**config.mk**
```make
export PLATFORM = sky130hd
export DESIGN_NAME = tct_front
export DESIGN_NICKNAME = d
export VERILOG_FILES = /design/src/rtl/core/tct_pkg.sv /design/src/rtl/core/tct_front.sv
export SDC_FILE = /design/constraint.sdc
export NUM_CORES = 1
export LEC_CHECK = 0
export BUFFER_PORTS_ARGS = -buffer_cell sky130_fd_sc_hd__buf_2
export CORE_AREA = 3 3 161 163
export CTS_CLUSTER_DIAMETER = 60
export CTS_CLUSTER_SIZE = 24
export DETAILED_ROUTE_END_ITERATION = 12
export DIE_AREA = 0 0 164 166
export PLACE_DENSITY = 0.81
export SLEW_MARGIN = 5
export SYNTH_ARGS = -nofsm -noshare
export SYNTH_HDL_FRONTEND = slang
export SYNTH_SLANG_ARGS = --single-unit
export TNS_END_PERCENT = 100
```
**constraint.sdc**
```tcl
create_clock -name clock -period 11.7 [get_ports clock]
set_input_delay 0 -clock clock [delete_from_list [all_inputs] [get_ports clock]]
set_output_delay 0 -clock clock [all_outputs]
set_load 0.02 [all_outputs]
```
**src/rtl/core/tct_pkg.sv**
```systemverilog
// Shared types, codes and constants of the TCP connection tracker.
`timescale 1ns / 1ps
package tct_pkg;

   // Default number of table slots.
   localparam int DEFAULT_TABLE_DEPTH = 64;

   // Depth of the queue between the classifier and the table engine.
   localparam int QUEUE_DEPTH = 2;

   // Configuration register indexes.
   localparam int CSR_IDX_W = 1;
   localparam logic [CSR_IDX_W-1:0] CSR_CONN_LIMIT   = 1'b0;
   localparam logic [CSR_IDX_W-1:0] CSR_IDLE_TIMEOUT = 1'b1;
   localparam int CSR_DATA_W = 64;

   // Configuration reset values.
   localparam logic [6:0]  CONN_LIMIT_RESET   = 7'd64;
   localparam logic [63:0] IDLE_TIMEOUT_RESET = 64'd30000000000;

   // Command codes.
   localparam logic CMD_PACKET = 1'b0;
   localparam logic CMD_SWEEP  = 1'b1;

   // Bit positions in the TCP flag byte.
   localparam int FLAG_FIN_BIT = 0;
   localparam int FLAG_SYN_BIT = 1;
   localparam int FLAG_RST_BIT = 2;
   localparam int FLAG_ACK_BIT = 4;

   // Stored connection phase codes.
   localparam logic [1:0] PHASE_SYN_SENT    = 2'd0;
   localparam logic [1:0] PHASE_SYN_RECV    = 2'd1;
   localparam logic [1:0] PHASE_ESTABLISHED = 2'd2;
   localparam logic [1:0] PHASE_FIN_WAIT    = 2'd3;

   // Reported state when no entry is left.
   localparam logic [2:0] STATE_NONE = 3'd0;

   // Input transaction.
   typedef struct packed {
      logic        cmd;
      logic [31:0] src_addr;
      logic [31:0] dst_addr;
      logic [15:0] src_port;
      logic [15:0] dst_port;
      logic [7:0]  protocol;
      logic [7:0]  flag_bits;
      logic [63:0] time_ns;
   } req_type;

   // Result transaction.
   typedef struct packed {
      logic       accepted;
      logic [2:0] conn_state;
      logic [6:0] entry_count;
      logic [6:0] expired_count;
   } rsp_type;

   // Classified work item handed from the front to the engine.
   typedef struct packed {
      logic        sweep;
      logic        syn;
      logic        ack;
      logic        fin;
      logic        rst;
      logic [63:0] addrs;
      logic [39:0] ports_proto;
      logic [63:0] time_ns;
   } job_type;

   // One table slot as stored in memory.
   typedef struct packed {
      logic        valid;
      logic [63:0] addrs;
      logic [39:0] ports_proto;
      logic [1:0]  phase;
      logic [63:0] seen;
   } entry_type;

   // Engine status seen by the front and the top level.
   typedef struct packed {
      logic clearing;
      logic busy;
   } eng_status_type;

endpackage

```
**src/rtl/core/tct_front.sv**
```systemverilog
// Front end: accepts request transactions, classifies them and queues them.
`timescale 1ns / 1ps
module tct_front (
   input  logic                      clock,
   input  logic                      reset,
   input  logic                      req_valid,
   output logic                      req_stall,
   input  tct_pkg::req_type          req_data,
   input  tct_pkg::eng_status_type   eng_status,
   output logic                      job_valid,
   output tct_pkg::job_type          job_data,
   input  logic                      job_pop
);
   import tct_pkg::*;

   localparam int PTR_W = $clog2(QUEUE_DEPTH);
   localparam int CNT_W = $clog2(QUEUE_DEPTH + 1);

   job_type            queue_ff [QUEUE_DEPTH];
   logic [PTR_W-1:0]   wr_ptr_ff, wr_ptr_in;
   logic [PTR_W-1:0]   rd_ptr_ff, rd_ptr_in;
   logic [CNT_W-1:0]   count_ff, count_in;
   job_type            job_new;
   logic               push;
   logic               pop;

   // Classify the incoming transaction into key, flags and command.
   always_comb begin
      job_new.sweep       = (req_data.cmd == CMD_SWEEP);
      job_new.syn         = req_data.flag_bits[FLAG_SYN_BIT];
      job_new.ack         = req_data.flag_bits[FLAG_ACK_BIT];
      job_new.fin         = req_data.flag_bits[FLAG_FIN_BIT];
      job_new.rst         = req_data.flag_bits[FLAG_RST_BIT];
      job_new.addrs       = {req_data.src_addr, req_data.dst_addr};
      job_new.ports_proto = {req_data.src_port, req_data.dst_port, req_data.protocol};
      job_new.time_ns     = req_data.time_ns;
   end

   // Hold off requests while the queue is full or the table is being cleared.
   assign req_stall = (count_ff == CNT_W'(QUEUE_DEPTH)) || eng_status.clearing;
   assign push      = req_valid && !req_stall;
   assign job_valid = (count_ff != '0);
   assign pop       = job_pop && job_valid;
   assign job_data  = queue_ff[rd_ptr_ff];

   // Pointer and fill count updates.
   always_comb begin
      wr_ptr_in = wr_ptr_ff;
      rd_ptr_in = rd_ptr_ff;
      count_in  = count_ff;
      if (push) begin
         wr_ptr_in = (wr_ptr_ff == PTR_W'(QUEUE_DEPTH - 1)) ? '0 : wr_ptr_ff + 1'b1;
      end
      if (pop) begin
         rd_ptr_in = (rd_ptr_ff == PTR_W'(QUEUE_DEPTH - 1)) ? '0 : rd_ptr_ff + 1'b1;
      end
      if (push && !pop) begin
         count_in = count_ff + 1'b1;
      end else if (pop && !push) begin
         count_in = count_ff - 1'b1;
      end
   end

   always_ff @(posedge clock) begin
      if (reset) begin
         wr_ptr_ff <= '0;
         rd_ptr_ff <= '0;
         count_ff  <= '0;
      end else begin
         wr_ptr_ff <= wr_ptr_in;
         rd_ptr_ff <= rd_ptr_in;
         count_ff  <= count_in;
      end
   end

   // Queue storage.
   always_ff @(posedge clock) begin
      if (push) begin
         queue_ff[wr_ptr_ff] <= job_new;
      end
   end

endmodule

```
-- Word level (Yosys, flattened, before mapping)
Memory sizes are Yosys's and may differ from the RTL's. A register that Yosys moved wholly into a read port is not among the register bits.
Cells that the tools add are included.
- flip-flop bits (word level): 4
- output and inout bits: 175
- bits in writable memories: 346
- memories kept: 1
- memories (name ; words ; bits a word ; rd ports ; clocked after Yosys merged registers in ; write ports ; RTL line ; source):
    queue_ff ; 2 ; 173 ; 1 ; 1 ; 1 ; tct_front.sv:19 ; job_type queue_ff [QUEUE_DEPTH];
- $add $sub $neg: 4
- reduce and logical (&&, ||, !) cells: 10
- multiplexer cells: 8
- eq/ne operators: 1
- operators with widths (operator ; number):
    $mux 1 ; 6
    $logic_and 1x1->1 ; 4
    $mux 2 ; 2
    $reduce_bool 2->1 ; 2
    $logic_not 1->1 ; 3
    $add 1x1->1 const B ; 2
    $add 2x1->2 const B ; 1
    $eq 2x2->1 const B ; 1
    $sub 2x1->2 const B ; 1
    $logic_or 1x1->1 ; 1

-- Depth between registers and ports, before layout
Gate-level depths: netlist (run 1).
- depth in word-level cells: 8
- depth in mapped cells: 6

-- Least setup slack after synthesis (run 1)
OpenSTA, ideal clock, no wires.
- path kind: reg-to-reg
- from: register count_ff[0]
- to: memory queue_ff[0][0] (netlist bit) (enable)
- cell stages (with the launch flop): 4
- slack: 2668 ps
- arrival time: 8303 ps
- period minus slack after synthesis: 9032 ps
- required time: 10971 ps
- setup time: 729 ps
- path through: dfxtp_1 -> nand2b_1 -> and2_1 -> nor2b_1
- cells in the longest elaborated chain, start to end: 6
- RTL lines (element ; RTL line ; source):
    from (decl) ; tct_front.sv:22 ; logic [CNT_W-1:0] count_ff, count_in;
    from (signal assigned) ; tct_front.sv:72 ; count_ff <= count_in;
    $eq 2x2->1 ; tct_front.sv:40 ; assign req_stall = (count_ff == CNT_W'(QUEUE_DEPTH)) || eng_status.clearing;
    $logic_or 1x1->1 ; tct_front.sv:40 ;
    $logic_not 1->1 ; tct_front.sv:41 ; assign push = req_valid && !req_stall;
    $logic_and 1x1->1 ; tct_front.sv:41 ;
    net push ; tct_front.sv:24 ; logic push;
    $mux 1 ; tct_front.sv:78 ; if (push) begin
    $mux 1 (implied by the code) ; tct_front.sv:79 ; queue_ff[wr_ptr_ff] <= job_new;
    to (decl) ; tct_front.sv:19 ;
The timed path passes the listed nets, and every way through them passes these cells.

-- Worst setup path in the final report (run 1)
- from: register count_ff[0]
- to: memory queue_ff[0][94] (netlist bit) (enable)
The elaborated chain is that of the path after synthesis.

==> impl_metrics.tcl, run 1 <==
set metrics [dict create \
    power_frac_seq_pct 45.5 \
    hpwl_um 16600 \
    seq_area_frac_synth_pct 82.0 \
    grt_pass1_vias 8088 \
    ir_worst_vdd_v 0.000135 \
    p_per_area_mw_per_mm2 194 \
    gr-usage-all-layers_pct 20.8 \
    vias_per_cell 5.07 \
    cts_tree "yes" \
    max_freq_mhz 348 \
    p_clk_share_pct 28.3 \
    place.gp.congestion 0.749 \
    die_area_mm2 0.0272 \
    clk-insertion-delay-late_ns 0.55 \
    clk_path_buf_depth 3 \
    cap_violations 0 \
    cts.sinks 351 \
    synthCells 565 \
    worst_pin_slew_ns 1.09 \
    cts_setup_buffers 0 \
    fin_hold_ws_ns 0.121 \
    pin_count 358 \
    syn-num-nets 749 \
    wirelength_um 29200 \
    ys_warn_count 0 \
    rsz0062_at_grt "no" \
    crit_fanout 76 \
    die_h_um 166 \
    final_common_cell "buf_2" \
    drtIter0Drc 451 \
    syn_avg_cell_area_um2 22.6 \
    grt_overflow_total 0 \
    fin_util_pct 71.6 \
    grt_pass1_wl_um 44100 \
    worstPathArrival_ns 3.03 \
    ctsResizeCount 0 \
    combinationalPowerShare_pct 26.3 \
    p_int_mw 2.36 \
    p_leak_nw 6.52 \
    drive_gt1_share_pct 51.6 \
    final_cell_mix "buf_2 (352), edfxtp_1 (346), dlygate4sd3_1 (177)" \
    maxSlewViolCount 0 \
    postRouteAntennaNets 0 \
    fin_crit_sh_pct 24.6 \
    stdcell_count 1456 \
    holdCritPathClass "primary input to register" \
    power_mw 3.39 \
    drc 0 \
    clock_skew_ns 0.0241 \
    sw_frac_of_total_pct 30.5 \
    finalSetupTns_ns 0 \
    grt_max_degree 80 \
    cts.reportedPaths.clkPinSlew_ns 0.09 \
    die_w_um 164 \
    numCtsBuffers 26 \
    netlist_area_mm2 0.0128 \
    cp-end-kind "register" \
    status "finished clean" \
    place_inst 1228 \
    required_ns 11.85 \
    initial_utilization_pct 52.3 \
    area.growth.synth_to_final_pct 36.9 \
    synth.distinct_cells 16 \
    num_rows 57 \
    htreeDepth 1 \
    cts_root_buf "clkbuf_16" \
    routedWlPerCell_um 20.0 \
    core-area_mm2 0.0245 \
    setup_viol 0 \
    hold_viol_final 0 \
    cp-start-kind "register" \
    period_minus_slack_ns 2.88 \
    antenna_found_initial 5 \
    dr.pass1.iters 5 \
    port_buffers 352 \
    vias 7383 \
    ys_seq_elements 351 \
    critPathKind "register to register" \
    fin_nets 1293 \
    p_switching_mw 1.03 \
    slew_headroom_pct 27.2 \
    holdBufCountCts 177 \
]
-- per-stage QoR --
stage	setup WS, ns	area, µm²
floorplan	2.67	12800
global placement	8.94	14800
detailed placement	8.89	14800
CTS	8.87	17500
global route	8.61	17500
finish	8.82	17500
-- cells by family after synthesis --
family	share of synthesized area, %
fa+ha+maj	0.0978
mux	15.2
buf+inv	1.67
flops	82.0
compound gates	0.156
xor+xnor	0.206
simple gates	0.597
-- per-layer routing --
metal,up-vias,global-route usage [%],wire length (µm)
met1,3668,23.5,10500
met2,295,38.6,15800
met4,4,6.29,838
li1,3349,-,-
met3,67,4.89,2020
met5,-,0,14
-- worst max-delay path, stage by stage (launching register included) --
cell	delay [ns]
dfxtp_1	0.42
nand2b_1	0.22
and2_1	0.21
nor2b_4	0.67
buf_4	0.88
-- registers in the layout (all words and copies together), names as in the netlist, named ones only --
signal     cells
queue_ff     346
count_ff       2
rd_ptr_ff      1
wr_ptr_ff      1
-- power by group through the flow --
stage	Combinational, mW	Sequential (mW)	Clock [mW]
2_1_floorplan	0.627	1.56	0
3_3_place_gp	0.827	1.56	0
3_5_place_dp	0.835	1.57	0
4_1_cts	0.889	1.54	0.972
5_1_grt	0.942	1.55	1.03
6_report	0.892	1.54	0.959
-- final cells by class --
type | count | area [µm²]
flip-flops and latches | 351 | 10500
fillers | 1479 | 6950
repair buffers | 535 | 3580
multi-input cells | 195 | 2100
clock buffers | 28 | 668
well taps | 324 | 405
clock inverters | 20 | 259
diodes | 3 | 7.51
-- path summary, 6_finish.rpt --
check | from | slack (ns) | depth (start not counted) | endpoint
worst max-delay path | count_ff[0] | 8.82 | 4 | queue_ff[0][94]
worst min-delay path | req_valid | 0.12 | 4 | wr_ptr_ff
worst max register to register | count_ff[0] | 8.82 | 4 | queue_ff[0][94]
worst min register to register | rd_ptr_ff | 0.54 | 2 | rd_ptr_ff
-- Yosys cell counts --
cell type	n	area [µm²]
or3_1	1	6.26
buf_6	19	214
and2_1	1	6.26
mux2_2	173	1950
nand2b_1	3	18.8
dfxtp_1	5	100
nor2_1	4	15.0
nor2b_1	2	12.5
nand3_1	1	5.00
a21oi_1	1	5.00
o21ai_0	3	15.0
edfxtp_1	346	10400
or2_2	1	6.26
and3_1	1	6.26
ha_1	1	12.5
xor2_1	3	26.3
Note: power is estimated with default switching activity, not from simulation.
==> run 2: changes to the inputs <==
ABC_AREA = 1   (was unset)
CORE_AREA = 3 3 162 164   (was 3 3 161 163)
DIE_AREA = 0 0 165 167   (was 0 0 164 166)
PLACE_DENSITY = 0.8   (was 0.81)
clock period = 2.9 ns   (was 11.7 ns; I/O delays follow)
==> impl_metrics.tcl, run 2 <==
set metrics [dict create \
    largest_register "queue_ff" \
    synth_top_family_by_area "multiplexers" \
    drc 0 \
    synth_xor_area_share_pct 0 \
    fin_nets 1313 \
    cts.sinks 351 \
    cts_setup_buffers 0 \
    seq_area_frac_synth_pct 81.7 \
    multi_input_area_mm2 0.00208 \
    p_per_area_mw_per_mm2 680 \
    synthAdderAreaFrac_pct 0.0974 \
    cap_violations 0 \
    ys_top_cells_by_count "edfxtp_1 (346), mux2_2 (173), clkbuf_8 (15)" \
    port_buffers 352 \
    clock_skew_ns 0.0167 \
    synth-edff-count 346 \
    ir_worst_vdd_v 0.000631 \
    status "finished clean" \
    initial_utilization_pct 51.3 \
    maxSlewViolCount 0 \
    stdcell_count 1480 \
    postRouteAntennaNets 0 \
    hold_viol_final 0 \
    grt_pass1_vias 8377 \
    power_frac_seq_pct 50.4 \
    area.growth.synth_to_final_pct 37.1 \
    ys.flop_type "edfxtp_1" \
    pin_count 358 \
    cp_slowest_cell "dfxtp_4" \
    syn_avg_cell_area_um2 22.2 \
    max_freq_mhz 443 \
    yosys.area_share.simple_pct 0.682 \
    required_ns 2.90 \
    dr.pass1.iters 4 \
    fin_crit_sh_pct 77.8 \
    gr-usage-all-layers_pct 21.8 \
    seq_area_mm2 0.0105 \
    critPathKind "register to output port" \
    worst_pin_slew_ns 0.630 \
    grt_max_degree 90 \
    cts.reportedPaths.clkPinSlew_ns 0.08 \
    place_inst 1256 \
    sw_frac_of_total_pct 27.3 \
    die_area_mm2 0.0276 \
    drtIter0Drc 441 \
    rsz0062_at_grt "no" \
    reg_top3 "queue_ff: 346 flops, count_ff: 2 flops" \
    netlist_area_mm2 0.0128 \
    p_switching_mw 3.28 \
    cp.buffers_inverters 2 \
    largest_register_ffs 346 \
    setup_viol 0 \
    worstPathArrival_ns 2.25 \
    synth.area.top_cells "edfxtp_1 (81%), mux2_2 (15%), clkbuf_8 (1.6%)" \
    syn-num-nets 762 \
    cp-start-kind "register" \
    synth_top_area_share_pct 80.9 \
    grt_pass1_wl_um 45900 \
    p_clk_share_pct 29.4 \
    final_common_cell "buf_2" \
    routedWlPerCell_um 20.8 \
    fin_area_mm2 0.0176 \
    grt_overflow_total 0 \
    vias 7583 \
    num_rows 58 \
    combinationalPowerShare_pct 20.2 \
    core-area_mm2 0.0250 \
    die_h_um 167 \
    p_leak_nw 6.57 \
    crit_fanout 39 \
    power_mw 12.0 \
    wirelength_um 30800 \
    placed_area_mm2 0.0150 \
    cts_tree "yes" \
    drive_gt1_share_pct 51.4 \
    synth.area.mux_share_pct 15.2 \
    synth_compound_area_share_pct 0.117 \
    numCtsBuffers 25 \
    place.gp.congestion 0.740 \
    p_int_mw 8.71 \
    synth_top_area_cell "edfxtp_1" \
    htreeDepth 1 \
    critPathTopFamily "flip-flops" \
    cp-end-kind "output port" \
    synthCells 578 \
    hpwl_um 17600 \
    synth.distinct_cells 13 \
    yosysMostFrequentCell "edfxtp_1" \
    clk-insertion-delay-late_ns 0.53 \
    final_cell_mix "buf_2 (352), edfxtp_1 (346), dlygate4sd3_1 (176)" \
    synthArstFlopShare_pct 0 \
    die_w_um 165 \
    clk_path_buf_depth 3 \
    vias_per_cell 5.12 \
    antenna_found_initial 5 \
    fillers 1496 \
    holdCritPathClass "primary input to register" \
    ys_seq_elements 351 \
    slowest_delay_ns 0.74 \
    cts_root_buf "clkbuf_16" \
    ys_warn_count 0 \
    slew_headroom_pct 58.0 \
    crit_chain "buf_4 -> mux2_2 -> buf_2" \
    period_minus_slack_ns 2.25 \
]
==> run 2: cell types whose count changed after synthesis, sizes merged, moves of 2 or more <==
cell / change
nand2b: -3
nand4: +2
xor2: -3
nor2b: -2
buf: -15
o21ai: -2
clkbuf: +15
inv: +10
nand2: +11
nand3: +2
==> run 2: through the flow <==
stage / hold slack, ns / utilization [%] / TNS (ns) / worst slack (ns)
floorplan: 0.0715 / - / -226.25 / -0.657
global placement: 0.182 / 60.0 / 0 / 1.08
detailed placement: 0.182 / 60.0 / 0 / 1.06
CTS: 0.0304 / 70.3 / 0 / 0.587
global route: 0.0877 / 70.3 / 0 / 0.540
finish: 0.0579 / 70.3 / 0 / 0.645
==> run 2: worst paths after layout <==
kind	startpoint	end	slack, ns	cells after the start
min reg2reg	count_ff[0]	count_ff[0]	0.53	2
max reg2reg	count_ff[0]	queue_ff[1][106]	1.02	5
max	register	job_data[149]	0.65	3
min	req_valid	count_ff[0]	0.06	5
==> run 2: per-layer routing <==
layer | track usage (%) | vias up | part of all wire, %
met5 | 0 | - | 0.023
met4 | 7.55 | 2 | 3.4
met3 | 6.54 | 79 | 8.5
met2 | 40.7 | 383 | 54
met1 | 23.0 | 3719 | 34
li1 | - | 3400 | -
==> run 2: final cells by class <==
cell class / instances / share of cell area [%]
timing repair buffer: 543 / 21.3
sequential: 351 / 59.6
multi-input combinational: 198 / 11.8
clock inverter: 19 / 1.12
inverter: 10 / 0.234
tap: 330 / 2.34
clock buffer: 25 / 3.55
antenna: 4 / 0.0568
==> run 2: cells by family (layout without fill, tap and decap cells) <==
family                   after synthesis  after routing
flip-flops                           351            351
buffers and inverters                 29            597
AO/OA/AOI/OAI                          3              3
AND/OR/NAND/NOR                       21             21
adder cells (fa/ha/maj)                1              1
multiplexers                         173            173
other                                  0              4
==> run 2: power groups by stage <==
stage | sequential [mW] | combinational (mW) | clock [mW]
after floorplan | 6.09 | 1.55 | 0
after global placement | 6.12 | 2.16 | 0
after detailed placement | 6.14 | 2.19 | 0
after CTS | 6.03 | 2.40 | 3.56
after global routing | 6.06 | 2.57 | 3.78
final | 6.04 | 2.43 | 3.52
==> run 2: worst reg2reg max path, delay by kind of cell (launching register included) <==
family	cells	cell delay (ns)
AND/OR/NAND/NOR	2	0.27
buffers and inverters	3	0.82
flip-flops	1	0.34
==> run 2: what timing repair did <==
item / CTS / global route
hold endpoints to repair: 351 / 0
hold buffers: 176 / 0
gates resized for setup: 0 / 0
